## config.mk

```make
export PLATFORM = sky130hd
export DESIGN_NAME = gregorian_date_offset_and_difference_top
export DESIGN_NICKNAME = d
export VERILOG_FILES = /design/src/rtl/gdod_pkg.sv /design/src/rtl/gdod_csub.sv /design/src/rtl/gdod_datapath.sv /design/src/rtl/gdod_ctrl.sv /design/src/rtl/gregorian_date_offset_and_difference_top.sv
export SDC_FILE = /design/constraint.sdc
export NUM_CORES = 1
export LEC_CHECK = 0
export ABC_AREA = 1
export BUFFER_PORTS_ARGS = -buffer_cell sky130_fd_sc_hd__buf_2
export CAP_MARGIN = 20
export CORE_UTILIZATION = 60
export DETAILED_ROUTE_END_ITERATION = 10
export PLACE_DENSITY = 0.78
export SYNTH_ARGS = -nofsm -noshare
export SYNTH_HDL_FRONTEND = slang
export SYNTH_SLANG_ARGS = --single-unit
```

## constraint.sdc

```tcl
create_clock -name clk -period 12.45 [get_ports clk]
set_input_delay 0 -clock clk [delete_from_list [all_inputs] [get_ports clk]]
set_output_delay 0 -clock clk [all_outputs]
set_load 0.1 [all_outputs]
```

## src/rtl/gdod_pkg.sv

```systemverilog
`timescale 1ns / 1ps

package gdod_pkg;

  // Widths of the serial day number and of the shared divider
  localparam int SERIAL_W = 23;
  localparam int DIVR_W   = 18;
  localparam int QUO_W    = 9;

  // Divisors loaded into the repeated-subtraction divider
  localparam logic [DIVR_W-1:0] DIV_ERA   = 18'd146097;
  localparam logic [DIVR_W-1:0] DIV_Y400  = 18'd400;
  localparam logic [DIVR_W-1:0] DIV_4YR   = 18'd1460;
  localparam logic [DIVR_W-1:0] DIV_YEAR  = 18'd365;

  localparam logic [14:0] YEAR_BIAS = 15'd4000;

  // Serial numbers of 0001-01-01 and 9999-12-31
  localparam logic [SERIAL_W-1:0] SERIAL_LO = 23'd1461276;
  localparam logic [SERIAL_W-1:0] SERIAL_HI = 23'd5113334;

  localparam logic FUNC_SHIFT = 1'b0;
  localparam logic FUNC_DIFF  = 1'b1;

  localparam logic [1:0] ORD_EARLIER = 2'd0;
  localparam logic [1:0] ORD_EQUAL   = 2'd1;
  localparam logic [1:0] ORD_LATER   = 2'd2;

  typedef struct packed {
    logic load;     // capture input item
    logic sel_b;    // work on the second date
    logic prep;     // clamp month, start year/400 division
    logic div_run;  // advance the divider
    logic mul;      // register serial products, collect bad flag
    logic sum;      // form serial day number
    logic shift;    // add offset, clamp, start era division
    logic doe;      // hold era and day of era, start /1460
    logic tload;    // start day-of-era / 365
    logic ymul;     // register year products
    logic fin;      // write shifted-date result
    logic diff;     // write difference result
  } cmd_t;

  typedef struct packed {
    logic func;
    logic div_fin;
  } status_t;

  // Length of month m (1..12), February without leap day
  function automatic logic [4:0] month_len(input logic [3:0] m);
    logic [4:0] len;
    case (m)
      4'd2:                      len = 5'd28;
      4'd4, 4'd6, 4'd9, 4'd11:   len = 5'd30;
      default:                   len = 5'd31;
    endcase
    return len;
  endfunction

  // First day of month index mp in a March-based year
  function automatic logic [8:0] month_start(input logic [3:0] mp);
    logic [8:0] s;
    case (mp)
      4'd0:    s = 9'd0;
      4'd1:    s = 9'd31;
      4'd2:    s = 9'd61;
      4'd3:    s = 9'd92;
      4'd4:    s = 9'd122;
      4'd5:    s = 9'd153;
      4'd6:    s = 9'd184;
      4'd7:    s = 9'd214;
      4'd8:    s = 9'd245;
      4'd9:    s = 9'd275;
      4'd10:   s = 9'd306;
      4'd11:   s = 9'd337;
      default: s = 9'd0;
    endcase
    return s;
  endfunction

  // Whole centuries in a year of era (0..399)
  function automatic logic [1:0] century_of(input logic [8:0] yoe);
    logic [1:0] c;
    if (yoe >= 9'd300)      c = 2'd3;
    else if (yoe >= 9'd200) c = 2'd2;
    else if (yoe >= 9'd100) c = 2'd1;
    else                    c = 2'd0;
    return c;
  endfunction

endpackage

```

## src/rtl/gdod_csub.sv

```systemverilog
`timescale 1ns / 1ps

// Divide by a loaded constant, one subtraction per cycle while run is high.
module gdod_csub (
  input  logic                             clk,
  input  logic                             load,
  input  logic [gdod_pkg::SERIAL_W-1:0]    load_num,
  input  logic [gdod_pkg::DIVR_W-1:0]      load_div,
  input  logic                             run,
  output logic [gdod_pkg::SERIAL_W-1:0]    rem,
  output logic [gdod_pkg::QUO_W-1:0]       quo,
  output logic                             fin
);

  logic [gdod_pkg::DIVR_W-1:0] divisor;
  logic [gdod_pkg::SERIAL_W-1:0] div_ext;

  assign div_ext = {{(gdod_pkg::SERIAL_W - gdod_pkg::DIVR_W){1'b0}}, divisor};
  assign fin     = rem < div_ext;

  always_ff @(posedge clk) begin
    if (load) begin
      rem     <= load_num;
      quo     <= '0;
      divisor <= load_div;
    end else if (run && !fin) begin
      rem <= rem - div_ext;
      quo <= quo + 1'b1;
    end
  end

endmodule

```

## src/rtl/gdod_datapath.sv

```systemverilog
`timescale 1ns / 1ps

module gdod_datapath (
  input  logic                 clk,
  input  gdod_pkg::cmd_t       cmd,
  output gdod_pkg::status_t    status,
  input  logic                 func,
  input  logic [13:0]          year,
  input  logic [3:0]           month,
  input  logic [4:0]           day,
  input  logic signed [20:0]   offset,
  input  logic [13:0]          other_year,
  input  logic [3:0]           other_month,
  input  logic [4:0]           other_day,
  output logic [13:0]          res_year,
  output logic [3:0]           res_month,
  output logic [4:0]           res_day,
  output logic signed [22:0]   day_difference,
  output logic [1:0]           ordering,
  output logic                 invalid_date,
  output logic                 year_overflow
);

  localparam int SW = gdod_pkg::SERIAL_W;

  // Captured item
  logic        func_r;
  logic [13:0] ya, yb;
  logic [3:0]  ma, mb;
  logic [4:0]  da, db;
  logic [20:0] off_r;

  // Divider
  logic                         dv_load;
  logic [SW-1:0]                dv_num;
  logic [gdod_pkg::DIVR_W-1:0]  dv_div;
  logic [SW-1:0]                dv_rem;
  logic [gdod_pkg::QUO_W-1:0]   dv_quo;
  logic                         dv_fin;

  // Date to serial
  logic [13:0] y_s;
  logic [3:0]  m_s, m_c, mp_c;
  logic [4:0]  d_s, d_c, len;
  logic        bad_m, bad_d, leap, early;
  logic [14:0] yy;
  logic [8:0]  yoe_c, r400, doy_c;
  logic [9:0]  tail_sum_c;
  logic [SW-1:0] prod_e;
  logic [17:0] prod_yd;
  logic [9:0]  tail_sum;
  logic [SW-1:0] serial_a, serial_b;
  logic        bad_acc;

  // Serial to date
  logic signed [24:0] s_sum;
  logic [SW-1:0] z_c;
  logic        ovf_c, ovf_r;
  logic [5:0]  era_r;
  logic [17:0] doe_r, t_c;
  logic [2:0]  c4y;
  logic [8:0]  yoe_r;
  logic [17:0] prod_y;
  logic [13:0] era400;
  logic [17:0] yd_f;
  logic [8:0]  doy_f;
  logic [3:0]  mp_f, mo_f;
  logic [4:0]  dd_f;
  logic [14:0] yr_f;

  // Difference
  logic signed [23:0] d24;

  gdod_csub u_csub (
    .clk      (clk),
    .load     (dv_load),
    .load_num (dv_num),
    .load_div (dv_div),
    .run      (cmd.div_run),
    .rem      (dv_rem),
    .quo      (dv_quo),
    .fin      (dv_fin)
  );

  assign status.func    = func_r;
  assign status.div_fin = dv_fin;

  // Clamp the selected date and derive its day of a March-based year
  always_comb begin
    y_s   = cmd.sel_b ? yb : ya;
    m_s   = cmd.sel_b ? mb : ma;
    d_s   = cmd.sel_b ? db : da;
    bad_m = (m_s == 4'd0) || (m_s > 4'd12);
    if (m_s == 4'd0)      m_c = 4'd1;
    else if (m_s > 4'd12) m_c = 4'd12;
    else                  m_c = m_s;
    early = (m_c <= 4'd2);
    yy    = {1'b0, y_s} + gdod_pkg::YEAR_BIAS - {14'd0, early};
    yoe_c = dv_rem[8:0];
    // year mod 400 recovered from the year of era
    if (early) r400 = (yoe_c == 9'd399) ? 9'd0 : yoe_c + 9'd1;
    else       r400 = yoe_c;
    leap  = (r400[1:0] == 2'd0) && (r400 != 9'd100) && (r400 != 9'd200)
            && (r400 != 9'd300);
    len   = ((m_c == 4'd2) && leap) ? 5'd29 : gdod_pkg::month_len(m_c);
    bad_d = (d_s == 5'd0) || (d_s > len);
    if (d_s == 5'd0)     d_c = 5'd1;
    else if (d_s > len)  d_c = len;
    else                 d_c = d_s;
    mp_c  = early ? m_c + 4'd9 : m_c - 4'd3;
    doy_c = gdod_pkg::month_start(mp_c) + {4'd0, d_c} - 9'd1;
    tail_sum_c = {3'd0, yoe_c[8:2]} - {8'd0, gdod_pkg::century_of(yoe_c)}
                 + {1'b0, doy_c};
  end

  // Offset shift with range clamp
  always_comb begin
    s_sum = $signed({2'b00, serial_a}) + $signed({{4{off_r[20]}}, off_r});
    ovf_c = 1'b0;
    z_c   = s_sum[SW-1:0];
    if (s_sum < $signed({2'b00, gdod_pkg::SERIAL_LO})) begin
      z_c   = gdod_pkg::SERIAL_LO;
      ovf_c = 1'b1;
    end else if (s_sum > $signed({2'b00, gdod_pkg::SERIAL_HI})) begin
      z_c   = gdod_pkg::SERIAL_HI;
      ovf_c = 1'b1;
    end
  end

  // Leap-cycle correction before the divide by 365
  always_comb begin
    if (doe_r >= 18'd146096)      c4y = 3'd4;
    else if (doe_r >= 18'd109572) c4y = 3'd3;
    else if (doe_r >= 18'd73048)  c4y = 3'd2;
    else if (doe_r >= 18'd36524)  c4y = 3'd1;
    else                          c4y = 3'd0;
    t_c = doe_r - {9'd0, dv_quo} + {15'd0, c4y} - {17'd0, doe_r == 18'd146096};
  end

  always_comb begin
    dv_load = cmd.prep | cmd.shift | cmd.doe | cmd.tload;
    dv_num  = '0;
    dv_div  = gdod_pkg::DIV_Y400;
    if (cmd.prep) begin
      dv_num = {8'd0, yy};
      dv_div = gdod_pkg::DIV_Y400;
    end else if (cmd.shift) begin
      dv_num = z_c;
      dv_div = gdod_pkg::DIV_ERA;
    end else if (cmd.doe) begin
      dv_num = {5'd0, dv_rem[17:0]};
      dv_div = gdod_pkg::DIV_4YR;
    end else if (cmd.tload) begin
      dv_num = {5'd0, t_c};
      dv_div = gdod_pkg::DIV_YEAR;
    end
  end

  // Split the day of era into year, month and day
  always_comb begin
    yd_f  = prod_y + {11'd0, yoe_r[8:2]} - {16'd0, gdod_pkg::century_of(yoe_r)};
    doy_f = 9'(doe_r - yd_f);
    mp_f  = 4'd0;
    for (int i = 1; i < 12; i++) begin
      if (gdod_pkg::month_start(4'(i)) <= doy_f) mp_f = 4'(i);
    end
    dd_f = 5'(doy_f - gdod_pkg::month_start(mp_f) + 9'd1);
    mo_f = (mp_f < 4'd10) ? mp_f + 4'd3 : mp_f - 4'd9;
    yr_f = {1'b0, era400} + {6'd0, yoe_r} + {14'd0, mo_f <= 4'd2}
           - gdod_pkg::YEAR_BIAS;
  end

  assign d24 = $signed({1'b0, serial_a}) - $signed({1'b0, serial_b});

  always_ff @(posedge clk) begin
    if (cmd.load) begin
      func_r  <= func;
      ya      <= year;
      ma      <= month;
      da      <= day;
      off_r   <= offset;
      yb      <= other_year;
      mb      <= other_month;
      db      <= other_day;
      bad_acc <= 1'b0;
    end
    if (cmd.mul) begin
      prod_e   <= {{(SW - 6){1'b0}}, dv_quo[5:0]}
                  * {{(SW - gdod_pkg::DIVR_W){1'b0}}, gdod_pkg::DIV_ERA};
      prod_yd  <= {9'd0, yoe_c} * 18'd365;
      tail_sum <= tail_sum_c;
      bad_acc  <= bad_acc | bad_m | bad_d;
    end
    if (cmd.sum) begin
      if (cmd.sel_b) serial_b <= prod_e + {5'd0, prod_yd} + {13'd0, tail_sum};
      else           serial_a <= prod_e + {5'd0, prod_yd} + {13'd0, tail_sum};
    end
    if (cmd.shift) begin
      ovf_r <= ovf_c;
    end
    if (cmd.doe) begin
      era_r <= dv_quo[5:0];
      doe_r <= dv_rem[17:0];
    end
    if (cmd.ymul) begin
      yoe_r  <= dv_quo;
      prod_y <= {9'd0, dv_quo} * 18'd365;
      era400 <= {8'd0, era_r} * 14'd400;
    end
    if (cmd.fin) begin
      res_year       <= yr_f[13:0];
      res_month      <= mo_f;
      res_day        <= dd_f;
      day_difference <= '0;
      ordering       <= gdod_pkg::ORD_EARLIER;
      invalid_date   <= bad_acc;
      year_overflow  <= ovf_r;
    end
    if (cmd.diff) begin
      res_year  <= '0;
      res_month <= '0;
      res_day   <= '0;
      if (d24 < 0)       ordering <= gdod_pkg::ORD_EARLIER;
      else if (d24 == 0) ordering <= gdod_pkg::ORD_EQUAL;
      else               ordering <= gdod_pkg::ORD_LATER;
      // saturate to the 23-bit signed range
      if (d24[23] != d24[22]) day_difference <= d24[23] ? 23'h400000 : 23'h3FFFFF;
      else                    day_difference <= d24[22:0];
      invalid_date  <= bad_acc;
      year_overflow <= 1'b0;
    end
  end

endmodule

```

## src/rtl/gdod_ctrl.sv

```systemverilog
`timescale 1ns / 1ps

module gdod_ctrl (
  input  logic               clk,
  input  logic               rst,
  input  logic               start,
  output logic               busy,
  output logic               done,
  input  gdod_pkg::status_t  status,
  output gdod_pkg::cmd_t     cmd
);

  typedef enum logic [4:0] {
    S_IDLE, S_PREP_A, S_DIV_A, S_MUL_A, S_SUM_A,
    S_PREP_B, S_DIV_B, S_MUL_B, S_SUM_B, S_DIFF,
    S_SHIFT, S_DIV_ERA, S_DOE, S_DIV_4YR, S_TLOAD, S_DIV_YOE, S_YMUL, S_FIN
  } state_t;

  state_t state;

  always_comb begin
    cmd         = '0;
    cmd.load    = (state == S_IDLE) && start;
    cmd.sel_b   = (state == S_PREP_B) || (state == S_DIV_B) || (state == S_MUL_B)
                  || (state == S_SUM_B);
    cmd.prep    = (state == S_PREP_A) || (state == S_PREP_B);
    cmd.div_run = (state == S_DIV_A) || (state == S_DIV_B) || (state == S_DIV_ERA)
                  || (state == S_DIV_4YR) || (state == S_DIV_YOE);
    cmd.mul     = (state == S_MUL_A) || (state == S_MUL_B);
    cmd.sum     = (state == S_SUM_A) || (state == S_SUM_B);
    cmd.shift   = (state == S_SHIFT);
    cmd.doe     = (state == S_DOE);
    cmd.tload   = (state == S_TLOAD);
    cmd.ymul    = (state == S_YMUL);
    cmd.fin     = (state == S_FIN);
    cmd.diff    = (state == S_DIFF);
  end

  always_ff @(posedge clk) begin
    if (rst) begin
      state <= S_IDLE;
      busy  <= 1'b0;
      done  <= 1'b0;
    end else begin
      done <= 1'b0;
      case (state)
        S_IDLE: begin
          if (start) begin
            state <= S_PREP_A;
            busy  <= 1'b1;
          end
        end
        S_PREP_A:  state <= S_DIV_A;
        S_DIV_A:   if (status.div_fin) state <= S_MUL_A;
        S_MUL_A:   state <= S_SUM_A;
        S_SUM_A:   state <= (status.func == gdod_pkg::FUNC_DIFF) ? S_PREP_B : S_SHIFT;
        S_PREP_B:  state <= S_DIV_B;
        S_DIV_B:   if (status.div_fin) state <= S_MUL_B;
        S_MUL_B:   state <= S_SUM_B;
        S_SUM_B:   state <= S_DIFF;
        S_SHIFT:   state <= S_DIV_ERA;
        S_DIV_ERA: if (status.div_fin) state <= S_DOE;
        S_DOE:     state <= S_DIV_4YR;
        S_DIV_4YR: if (status.div_fin) state <= S_TLOAD;
        S_TLOAD:   state <= S_DIV_YOE;
        S_DIV_YOE: if (status.div_fin) state <= S_YMUL;
        S_YMUL:    state <= S_FIN;
        S_DIFF, S_FIN: begin
          state <= S_IDLE;
          busy  <= 1'b0;
          done  <= 1'b1;
        end
        default: begin
          state <= S_IDLE;
          busy  <= 1'b0;
        end
      endcase
    end
  end

endmodule

```

## src/rtl/gregorian_date_offset_and_difference_top.sv

```systemverilog
`timescale 1ns / 1ps

// Gregorian calendar unit: shifts a date by a signed day offset (func 0) or
// gives the signed day count and ordering between two dates (func 1).
// Input channel: an item is taken at a rising edge with start high and busy
// low; all input ports are sampled at that edge. busy stays high until the
// result is out.
// Output channel: done is high for exactly one cycle; the result ports are
// valid in that cycle and hold until the next item finishes. The receiver
// cannot stall, so there is no back-pressure: take the result when done is
// seen.
// Every date goes through a serial day number. All divisions are
// done by one shared divider that subtracts a constant once per cycle, so
// the time an item takes is set by its quotients. For a shift item most of
// that time goes into dividing the day of era by 365. One item is worked
// on at a time; a new item can be started in the cycle where done is high.
// Reset (rst, synchronous, active high) returns the controller to idle with
// busy and done low; no item in flight survives it. There is no clearing
// pass and nothing to configure.
module gregorian_date_offset_and_difference_top (
  input  logic                clk,
  input  logic                rst,
  input  logic                start,
  output logic                busy,
  output logic                done,
  input  logic                func,
  input  logic [13:0]         year,
  input  logic [3:0]          month,
  input  logic [4:0]          day,
  input  logic signed [20:0]  offset,
  input  logic [13:0]         other_year,
  input  logic [3:0]          other_month,
  input  logic [4:0]          other_day,
  output logic [13:0]         res_year,
  output logic [3:0]          res_month,
  output logic [4:0]          res_day,
  output logic signed [22:0]  day_difference,
  output logic [1:0]          ordering,
  output logic                invalid_date,
  output logic                year_overflow
);

  // Sequencer commands and datapath status
  gdod_pkg::cmd_t    cmd;
  gdod_pkg::status_t status;

  gdod_ctrl u_ctrl (
    .clk    (clk),
    .rst    (rst),
    .start  (start),
    .busy   (busy),
    .done   (done),
    .status (status),
    .cmd    (cmd)
  );

  // Date clamp, serial conversion, shared divider and result registers
  gdod_datapath u_datapath (
    .clk            (clk),
    .cmd            (cmd),
    .status         (status),
    .func           (func),
    .year           (year),
    .month          (month),
    .day            (day),
    .offset         (offset),
    .other_year     (other_year),
    .other_month    (other_month),
    .other_day      (other_day),
    .res_year       (res_year),
    .res_month      (res_month),
    .res_day        (res_day),
    .day_difference (day_difference),
    .ordering       (ordering),
    .invalid_date   (invalid_date),
    .year_overflow  (year_overflow)
  );

endmodule
```

# Yosys cells after proc, flatten, opt, wreduce, memory -nomap -nowiden
# Memories as Yosys holds them, arrays and structs flattened.
# Cells that the tools add are included.
dict set report word_totals {
  mem_bits_ro 288
  mem_count 2
  ff_bits 326
}
# name words width rd rd_clocked_by_memory_dff write_ports line
set memory_table {}
lappend memory_table {{(no name shown)} 16 9 1 0 0 gdod_pkg.sv:63} ;# case (mp)
lappend memory_table {{(no name shown)} 16 9 1 0 0 gdod_pkg.sv:63}
dict set report op_classes {
  n_bitwise 7
  add_sub_neg 28
  eq_ne 35
  multipliers 4
  order_cmp 30
  n_mux 69
  reduce_logical 37
}
# cell count
set op_table {}
lappend op_table {{2-to-1 mux 23 bit} 11}
lappend op_table {{one-hot mux 5 bit (16 select lines)} 1}
lappend op_table {{2-to-1 mux 18 bit} 3}
lappend op_table {{2-to-1 mux 5 bit} 9}
lappend op_table {{equality test 5 x 4 -> 1 bit, second input constant} 8}
lappend op_table {{2-to-1 mux 4 bit} 10}
lappend op_table {{greater-or-equal comparator 18 x 17 -> 1 bit, second input constant} 2}
lappend op_table {{less-or-equal comparator 8 x 9 -> 1 bit, first input constant} 4}
lappend op_table {{zero test 32 bit} 1}
lappend op_table {{less-or-equal comparator 9 bit, first input constant} 3}
lappend op_table {{adder 24 x 21 -> 25 bit} 1}
lappend op_table {{> comparator 25 x 24 -> 1 bit, second input constant} 1}
lappend op_table {{< comparator 25 x 22 -> 1 bit, second input constant} 1}
lappend op_table {{< comparator 24 x 1 -> 1 bit, second input constant} 1}
lappend op_table {{subtractor 23 x 23 -> 24 bit} 1}
lappend op_table {{adder 23 x 10 -> 23 bit} 1}
lappend op_table {{adder 23 x 18 -> 23 bit} 1}
lappend op_table {{< comparator 23 x 18 -> 1 bit} 1}
lappend op_table {{multiplier 6 x 18 -> 23 bit, second input constant} 1}
lappend op_table {{subtractor 23 x 18 -> 23 bit} 1}
lappend op_table {{2-to-1 mux 2 bit} 11}
lappend op_table {{2-to-1 mux 3 bit} 7}
lappend op_table {{equality test 5 x 3 -> 1 bit, second input constant} 4}
lappend op_table {{adder 18 x 3 -> 18 bit} 1}
lappend op_table {{72 further kinds} 125}

# Depth between registers and ports, before layout
# Gate-level depths: netlist (run 1).
dict set report depth {
  word_depth 23
  depth_mapped 50
  mapped_depth_nobuf 50
}

# Hierarchy
# From an unflattened synthesis (run 1), not the netlist that was laid out.
dict set report unflattened {
  hier_cells 3199
  hier_area_um2 26786.9
}
# mod area_per_inst_um2 instances cells_per_inst
set by_module_without_submodules {}
lappend by_module_without_submodules {gdod_datapath 22579.2 1 2572}
lappend by_module_without_submodules {gdod_csub 3558.4 1 514}
lappend by_module_without_submodules {gdod_ctrl 649.4 1 113}

# Least setup slack after synthesis (run 1)
# Ideal clock, no wire load.
dict set report synth_timing {
  path_type {reg2reg}
  from {register u_datapath.yoe_r[3]}
  to {register u_datapath.res_year[13]}
  arrival_time_ps 6436
  path_stages_with_launch 44
  slack_ps 5899
  synth_period_minus_slack_ps 6551
  cell_sequence {edfxtp_1 > nor3_1 > o31ai_1 > o22ai_1 > fa_1 > fa_1 > ha_1 > fa_1 > nand3_1 > nand2_1 > xnor2_1 > nor2_1 > nand3_1 > nand3_1 > nand3_1 > nand2_1 > nand2_1 > nand2_1 > (+8 left out) > nor2_1 > ha_1 > ha_1 > ha_1 > nand3_1 > o21ai_0 > a21oi_1 > nor2_1 > nor2_1 > inv_1 > nand2_1 > inv_1 > o21ai_0 > nor2_1 > nor2_1 > xor2_1 > o21ai_0 > inv_1}
}
dict set report synth_between {
  elab_chain_cells 23
  elab_cells_between_ends 39
  classes_between {add/sub (8); order compare (16); mux (15)}
}
# item line
set synth_lines {}
lappend synth_lines {{start: declaration} gdod_datapath.sv:62} ;# logic [8:0] yoe_r;
lappend synth_lines {{start signal: assignment} gdod_datapath.sv:206} ;# yoe_r <= dv_quo;
lappend synth_lines {{greater-or-equal comparator 9 x 7 -> 1 bit} gdod_pkg.sv:86} ;# else if (yoe >= 9'd100) c = 2'd1;
lappend synth_lines {{2-to-1 mux 1 bit} gdod_pkg.sv:86}
lappend synth_lines {{2-to-1 mux 2 bit} gdod_pkg.sv:85} ;# else if (yoe >= 9'd200) c = 2'd2;
lappend synth_lines {{2-to-1 mux 2 bit} gdod_pkg.sv:84} ;# if (yoe >= 9'd300) c = 2'd3;
lappend synth_lines {{subtractor 9 x 2 -> 9 bit *} gdod_datapath.sv:161} ;# yd_f = prod_y + {11'd0, yoe_r[8:2]} - {16'd0, gdod_pkg::century_of(yoe_r)};
lappend synth_lines {{subtractor 9 bit *} gdod_datapath.sv:162} ;# doy_f = 9'(doe_r - yd_f);
lappend synth_lines {{less-or-equal comparator 5 x 9 -> 1 bit} gdod_datapath.sv:165} ;# if (gdod_pkg::month_start(4'(i)) <= doy_f) mp_f = 4'(i);
lappend synth_lines {{2-to-1 mux 1 bit} gdod_datapath.sv:165}
lappend synth_lines {{(+6 left out)} --}
lappend synth_lines {{2-to-1 mux 4 bit (3 in series)} gdod_datapath.sv:165}
lappend synth_lines {{2-to-1 mux 4 bit *} gdod_datapath.sv:165}
lappend synth_lines {{subtractor 4 bit, or another cell as far along} gdod_datapath.sv:168} ;# mo_f = (mp_f < 4'd10) ? mp_f + 4'd3 : mp_f - 4'd9;
lappend synth_lines {{2-to-1 mux 4 bit *} gdod_datapath.sv:168}
lappend synth_lines {{via u_datapath.mo_f[0]} gdod_datapath.sv:67} ;# logic [3:0] mp_f, mo_f;
lappend synth_lines {{less-or-equal comparator 4 x 2 -> 1 bit *} gdod_datapath.sv:169} ;# yr_f = {1'b0, era400} + {6'd0, yoe_r} + {14'd0, mo_f <= 4'd2}
lappend synth_lines {{adder 14 x 1 -> 14 bit *} gdod_datapath.sv:169}
lappend synth_lines {{subtractor 14 x 12 -> 14 bit *} gdod_datapath.sv:170} ;# - gdod_pkg::YEAR_BIAS;
lappend synth_lines {{end signal: assignment} gdod_datapath.sv:211} ;# res_year <= yr_f[13:0];
lappend synth_lines {{end: declaration} gdod_datapath.sv:15} ;# output logic [13:0] res_year,
# Mark *: on every way through the listed nets, which the timed path passes. The rest lies on a longest branch.
# A chain may end at the register's enable or synchronous reset.

# Worst setup path after layout (run 1)
# Same ends and word-level chain as after synthesis.

==> flow_metrics.env, run 1 <==
export IMPL_root_buffer="clkbuf_16"
export IMPL_cts_clk_slew_worst_paths_ns=0.06
export IMPL_async_flop_share_pct=0
export IMPL_avgSynthCellArea_um2=8.73
export IMPL_drv_slew=0
export IMPL_area_growth_pct=12.7
export IMPL_core_mm2=0.0412
export IMPL_hpwlAfterDp_um=49100
export IMPL_synth_adder_area_share_pct=23.1
export IMPL_crit_type="flip-flop to flip-flop"
export IMPL_setup_viol=0
export IMPL_stdcell_count=3685
export IMPL_io_pin_count=123
export IMPL_synth_edff_count=274
export IMPL_synthXorXnorAreaFrac_pct=5.07
export IMPL_start_kind="flip-flop"
export IMPL_antenna_cells=0
export IMPL_numCtsBuffers=37
export IMPL_clockBufferDepth=3
export IMPL_die_h_um=207
export IMPL_yosys_register_bits=314
export IMPL_timing_hold_ws_ns=0.146
export IMPL_synth_top_area_cell="edfxtp_1"
export IMPL_grt_pass1_vias=20200
export IMPL_viasPerCell=5.57
export IMPL_nNetsFinal=3614
export IMPL_ys_seq_area_share_pct=35.6
export IMPL_antenna_found_initial=1
export IMPL_worst_path_max_delay_cell="xnor2_1"
export IMPL_synthFlopType="edfxtp_1"
export IMPL_fp_dieW_um=207
export IMPL_ant_nets=0
export IMPL_wirelength_um=64300
export IMPL_cp_top_family="adder cells"
export IMPL_synth_compound_area_share_pct=10.1
export IMPL_cts_tree="done"
export IMPL_yosys_warnings=0
export IMPL_status="finished, final reports clean"
export IMPL_synth_cell_type_count=61
export IMPL_initial_core_util_pct=61.5
export IMPL_synthCells=2901
export IMPL_cp_max_fo=8
export IMPL_fillers=3154
export IMPL_synthTopCellsByArea="edfxtp_1 32%, ha_1 17%, nand2_1 7.6%, inv_1 7.4%, fa_1 6.4%"
export IMPL_drtIter0Drc=1528
export IMPL_rows=74
export IMPL_grt_max_degree=70
export IMPL_hold_viol=0
export IMPL_synth_top_family_by_area="adder cells"
export IMPL_gp_congestion=0.930
export IMPL_min_period_over_period_pct=61.7
export IMPL_cts_sinks=314
export IMPL_tightestPinTransition_ns=1.07
export IMPL_vias=20500
export IMPL_end_kind="flip-flop"
export IMPL_grt_setup_unrepaired="no"
export IMPL_gr_total_overflow=0
export IMPL_period_needed_ns=7.68
export IMPL_synthDominantCellAreaShare_pct=32.5
export IMPL_cp_arrival_ns=8.13
export IMPL_synth_most_common_cell="nand2_1"
export IMPL_final_layout_size_suffix_gt1_share_pct=9.20
export IMPL_dp_cells=3545
export IMPL_place_port_buffers=122
export IMPL_max_stage_delay_ns=0.64
export IMPL_yosys_top_cells_count="516 x nand2_1, 500 x inv_1, 338 x ha_1"
export IMPL_htreeDepth=2
export IMPL_drv_cap=0
export IMPL_dr_pass1_iters=5
export IMPL_hp_class="primary input to flip-flop"
export IMPL_clock_skew_ns=0.0194
export IMPL_drcViolationCount=0
export IMPL_synth_simple_gate_area_share_pct=17.8
export IMPL_cts_resized=0
export IMPL_tns_ns=0
export IMPL_cp_required_ns=12.90
export IMPL_clk_latency_ns=0.57
export IMPL_die_area_mm2=0.0430
export IMPL_synth_area_mux_share_pct=0.282
export IMPL_path_buf_inv=4
export IMPL_crit_path_frequent_cell="nand2_1"
export IMPL_grt_pass1_wl_um=103000
export IMPL_synth_net_count=3391
export IMPL_grtUsageTotal_pct=30.1
export IMPL_fmax_mhz=130
export IMPL_syn_cell_area_mm2=0.0253
export IMPL_maxSlewHeadroom_pct=28.8
export IMPL_wl_per_cell_um=17.4
==> stage by stage <==
step	instance area [um2]	util, %	setup slack, ns
3_5_place_dp	26600	64.6	4.88
6_report	28500	69.3	4.77
5_1_grt	28500	69.3	4.03
3_3_place_gp	26600	64.6	5.14
2_1_floorplan	25300	-	5.90
4_1_cts	28500	69.2	4.83
==> cells in the final DEF, fill, tap and decap left out, drive strengths merged, types with 11 or more instances in the layout <==
cell         count
xor2            94
edfxtp         274
ha             338
nor3            32
nand4           46
nor4            12
xnor2           50
nand3          136
inv            528
nand3b          11
o21ai          150
or2             20
clkbuf          49
dlygate4sd3     71
buf            133
nor2           219
a21oi          219
dfxtp           40
nand2          539
fa              81
a21o            14
==> layout make-up <==
class | instances | area (um2) | share of cell area [%]
Sequential cell | 314 | 9030 | 31.6
Tap cell | 532 | 666 | 2.33
Clock inverter | 19 | 196 | 0.688
Timing Repair Buffer | 204 | 1420 | 4.99
Inverter | 522 | 1960 | 6.86
Multi-Input combinational cell | 2045 | 14300 | 50.1
Clock buffer | 49 | 985 | 3.45
==> cell families (layout without fill, tap and decap cells) <==
kind of cell,count (synthesis),after routing
AND/OR/NAND/NOR,1022,1022
buffers and inverters,542,794
AO/OA/AOI/OAI,452,452
adder cells (fa/ha/maj),419,419
flip-flops,314,314
XOR/XNOR,145,145
multiplexers,7,7
==> repair_timing <==
action / in CTS / in global routing
buffers inserted: 0 / 0
hold buffers: 71 / 0
hold endpoints to repair: 76 / 0
==> sequential cells by signal, indices dropped and copies added (netlist names), 14 cells and up <==
| signal | flops |
|---|---|
| u_datapath.day_difference | 23 |
| u_datapath.doe_r | 18 |
| u_datapath.off_r | 21 |
| u_datapath.prod_e | 23 |
| u_datapath.prod_yd | 18 |
| u_datapath.res_year | 14 |
| u_datapath.serial_a | 23 |
| u_datapath.serial_b | 23 |
| u_datapath.u_csub.rem | 23 |
| u_datapath.ya | 14 |
| u_datapath.yb | 14 |
==> metal layers <==
| layer | wire length, um | vias to the layer above | track usage (%) | share of wire (%) |
|---|---|---|---|---|
| li1 | - | 10100 | - | - |
| met1 | 27600 | 9554 | 38.6 | 43 |
| met2 | 30100 | 706 | 50.8 | 47 |
| met3 | 4090 | 134 | 4.64 | 6.4 |
| met4 | 2450 | 2 | 12.6 | 3.8 |
| met5 | 13 | - | 0 | 0.020 |
==> path summary, 6_finish.rpt <==
check	start	to	slack, ns	cells after the start
worst max-delay path	u_datapath.yoe_r[3]	u_datapath.res_year[13]	4.77	43
worst min register to register	u_datapath.res_year[12]	u_datapath.res_year[12]	0.45	2
worst max register to register	u_datapath.yoe_r[3]	u_datapath.res_year[13]	4.77	43
worst min-delay path	year[0]	u_datapath.ya[0]	0.15	2
Power of run 1 is not shown: default switching activity piles up to over one toggle a cycle in this logic, so the estimate is an artifact.
==> run 2, diff against run 1 <==
--- a/config.mk
+++ b/config.mk
@@ -8,7 +8,7 @@
 export ABC_AREA = 1
 export BUFFER_PORTS_ARGS = -buffer_cell sky130_fd_sc_hd__buf_2
 export CAP_MARGIN = 20
-export CORE_UTILIZATION = 60
+export CORE_UTILIZATION = 57
 export DETAILED_ROUTE_END_ITERATION = 10
 export PLACE_DENSITY = 0.78
 export SYNTH_ARGS = -nofsm -noshare
==> constraint.sdc (replaced) <==
create_clock -name clk -period 6.25 [get_ports clk]
set_input_delay 0 -clock clk [delete_from_list [all_inputs] [get_ports clk]]
set_output_delay 0 -clock clk [all_outputs]
set_load 0.1 [all_outputs]
==> flow_metrics.env, run 2 (same netlist as run 1, synthesis figures left out) <==
export IMPL_status="finished with violations"
export IMPL_violations="setup timing"
export IMPL_fp_dieW_um=213
export IMPL_grt_setup_unrepaired="yes"
export IMPL_htreeDepth=2
export IMPL_cts_tree="done"
export IMPL_grt_max_degree=70
export IMPL_numCtsBuffers=38
export IMPL_final_core_util_pct=69.7
export IMPL_crit_path_frequent_cell="nand2_1"
export IMPL_die_h_um=213
export IMPL_hpwlAfterDp_um=51000
export IMPL_drcViolationCount=0
export IMPL_antenna_cells=0
export IMPL_viasPerCell=5.56
export IMPL_cp_max_fo=7
export IMPL_reg2reg_from="u_datapath.yoe_r[3]"
export IMPL_rows=76
export IMPL_crit_end="u_datapath.res_year[13]"
export IMPL_min_from="other_year[0]"
export IMPL_drv_slew=0
export IMPL_period_needed_ns=6.47
export IMPL_end_kind="flip-flop"
export IMPL_post_place_ws_ns=-0.368
export IMPL_fmax_mhz=155
export IMPL_r2r_cells=47
export IMPL_ant_nets=0
export IMPL_area_growth_pct=19.5
export IMPL_grtUsageTotal_pct=30.4
export IMPL_antenna_found_initial=0
export IMPL_drv_cap=0
export IMPL_stdcell_count=3875
export IMPL_gp_congestion=0.931
export IMPL_dp_cells=3674
export IMPL_r2r_end="u_datapath.res_year[13]"
export IMPL_io_pin_count=123
export IMPL_drtIter0Drc=1908
export IMPL_layout_commonest_cell="nand2_1"
export IMPL_wirelength_um=69100
export IMPL_place_port_buffers=122
export IMPL_die_area_mm2=0.0453
export IMPL_vias=21600
export IMPL_crit_path_start="u_datapath.yoe_r[3]"
export IMPL_cts_clk_slew_worst_paths_ns=0.06
export IMPL_clockBufferDepth=3
export IMPL_timing_hold_ws_ns=0.153
export IMPL_gr_total_overflow=0
export IMPL_worst_path_max_delay_cell="fa_1"
export IMPL_start_kind="flip-flop"
export IMPL_hold_viol=0
export IMPL_root_buffer="clkbuf_16"
export IMPL_nNetsFinal=3751
export IMPL_cp_required_ns=6.70
export IMPL_initial_core_util_pct=58.3
export IMPL_cts_sinks=314
export IMPL_final_cell_mix="497 x nand2_1, 494 x inv_1, 323 x ha_1"
export IMPL_max_stage_delay_ns=0.51
export IMPL_final_layout_size_suffix_gt1_share_pct=16.3
export IMPL_fillers=3267
export IMPL_crit_type="flip-flop to flip-flop"
export IMPL_core_mm2=0.0435
export IMPL_cp_arrival_ns=6.92
export IMPL_wl_per_cell_um=17.8
export IMPL_grt_pass1_vias=21300
export IMPL_hp_class="primary input to flip-flop"
export IMPL_clock_skew_ns=0.0118
export IMPL_min_period_over_period_pct=104
export IMPL_clk_latency_ns=0.56
export IMPL_maxSlewHeadroom_pct=29.4
export IMPL_tightestPinTransition_ns=1.06
export IMPL_final_setup_worst_slack_ns=-0.220
export IMPL_setup_viol=7
export IMPL_grt_pass1_wl_um=107000
export IMPL_dr_pass1_iters=5
export IMPL_r2r_slack_ns=-0.22
run 2: how the worst min path moves through the flow:
stage | end | slack, ns | cells past startpoint
detailed placement | u_datapath.ya[9] | 0.18 | 1
global route | u_datapath.yb[3] | 0.15 | 2
floorplan | u_ctrl.busy | 0.07 | 1
finish | u_datapath.yb[0] | 0.15 | 2
CTS | u_datapath.yb[8] | 0.12 | 2
global placement | u_datapath.yb[0] | 0.18 | 1
run 2: stage by stage:
step,TNS (ns),cell area (um2)
2_1_floorplan,0,25400
3_3_place_gp,-0.342,27300
3_5_place_dp,-1.78,27300
4_1_cts,-0.487,29700
5_1_grt,-5.49,30300
6_report,-0.980,30300
run 2: repair_timing:
item	4_1_cts	5_1_grt
hold endpoints to repair	76	0
endpoints found under the setup margin	9	19
pin swaps	36	70
gates resized for setup	47	90
buffers inserted	33	32
hold buffers	71	0
run 2: layout make-up:
class | instances | area [um2] | share of cell area [%]
clock inverter | 28 | 269 | 0.888
sequential | 314 | 9040 | 29.8
timing repair buffer | 340 | 2470 | 8.15
tap | 585 | 732 | 2.42
multi-input combinational | 2045 | 14900 | 49.0
clock buffer | 41 | 962 | 3.18
inverter | 522 | 1960 | 6.49
run 2: routing by layer:
layer	vias up	routed length [um]	track usage, %	part of all wire [%]
li1	10400	-	-	-
met1	10100	29000	38.7	42
met2	866	32800	52.0	48
met3	185	4570	4.32	6.6
met4	0	2650	12.1	3.8
met5	-	0	0	0
run 2: worst max-delay path, delay by kind of cell (launching register included):
kind | cells | cell delay (ns)
compound gates | 8 | 0.93
xor+xnor | 1 | 0.14
fa+ha+maj | 8 | 2.27
buf+inv | 5 | 0.37
flops | 1 | 0.46
simple gates | 25 | 2.20
Power of run 2 is left out for the same reason.
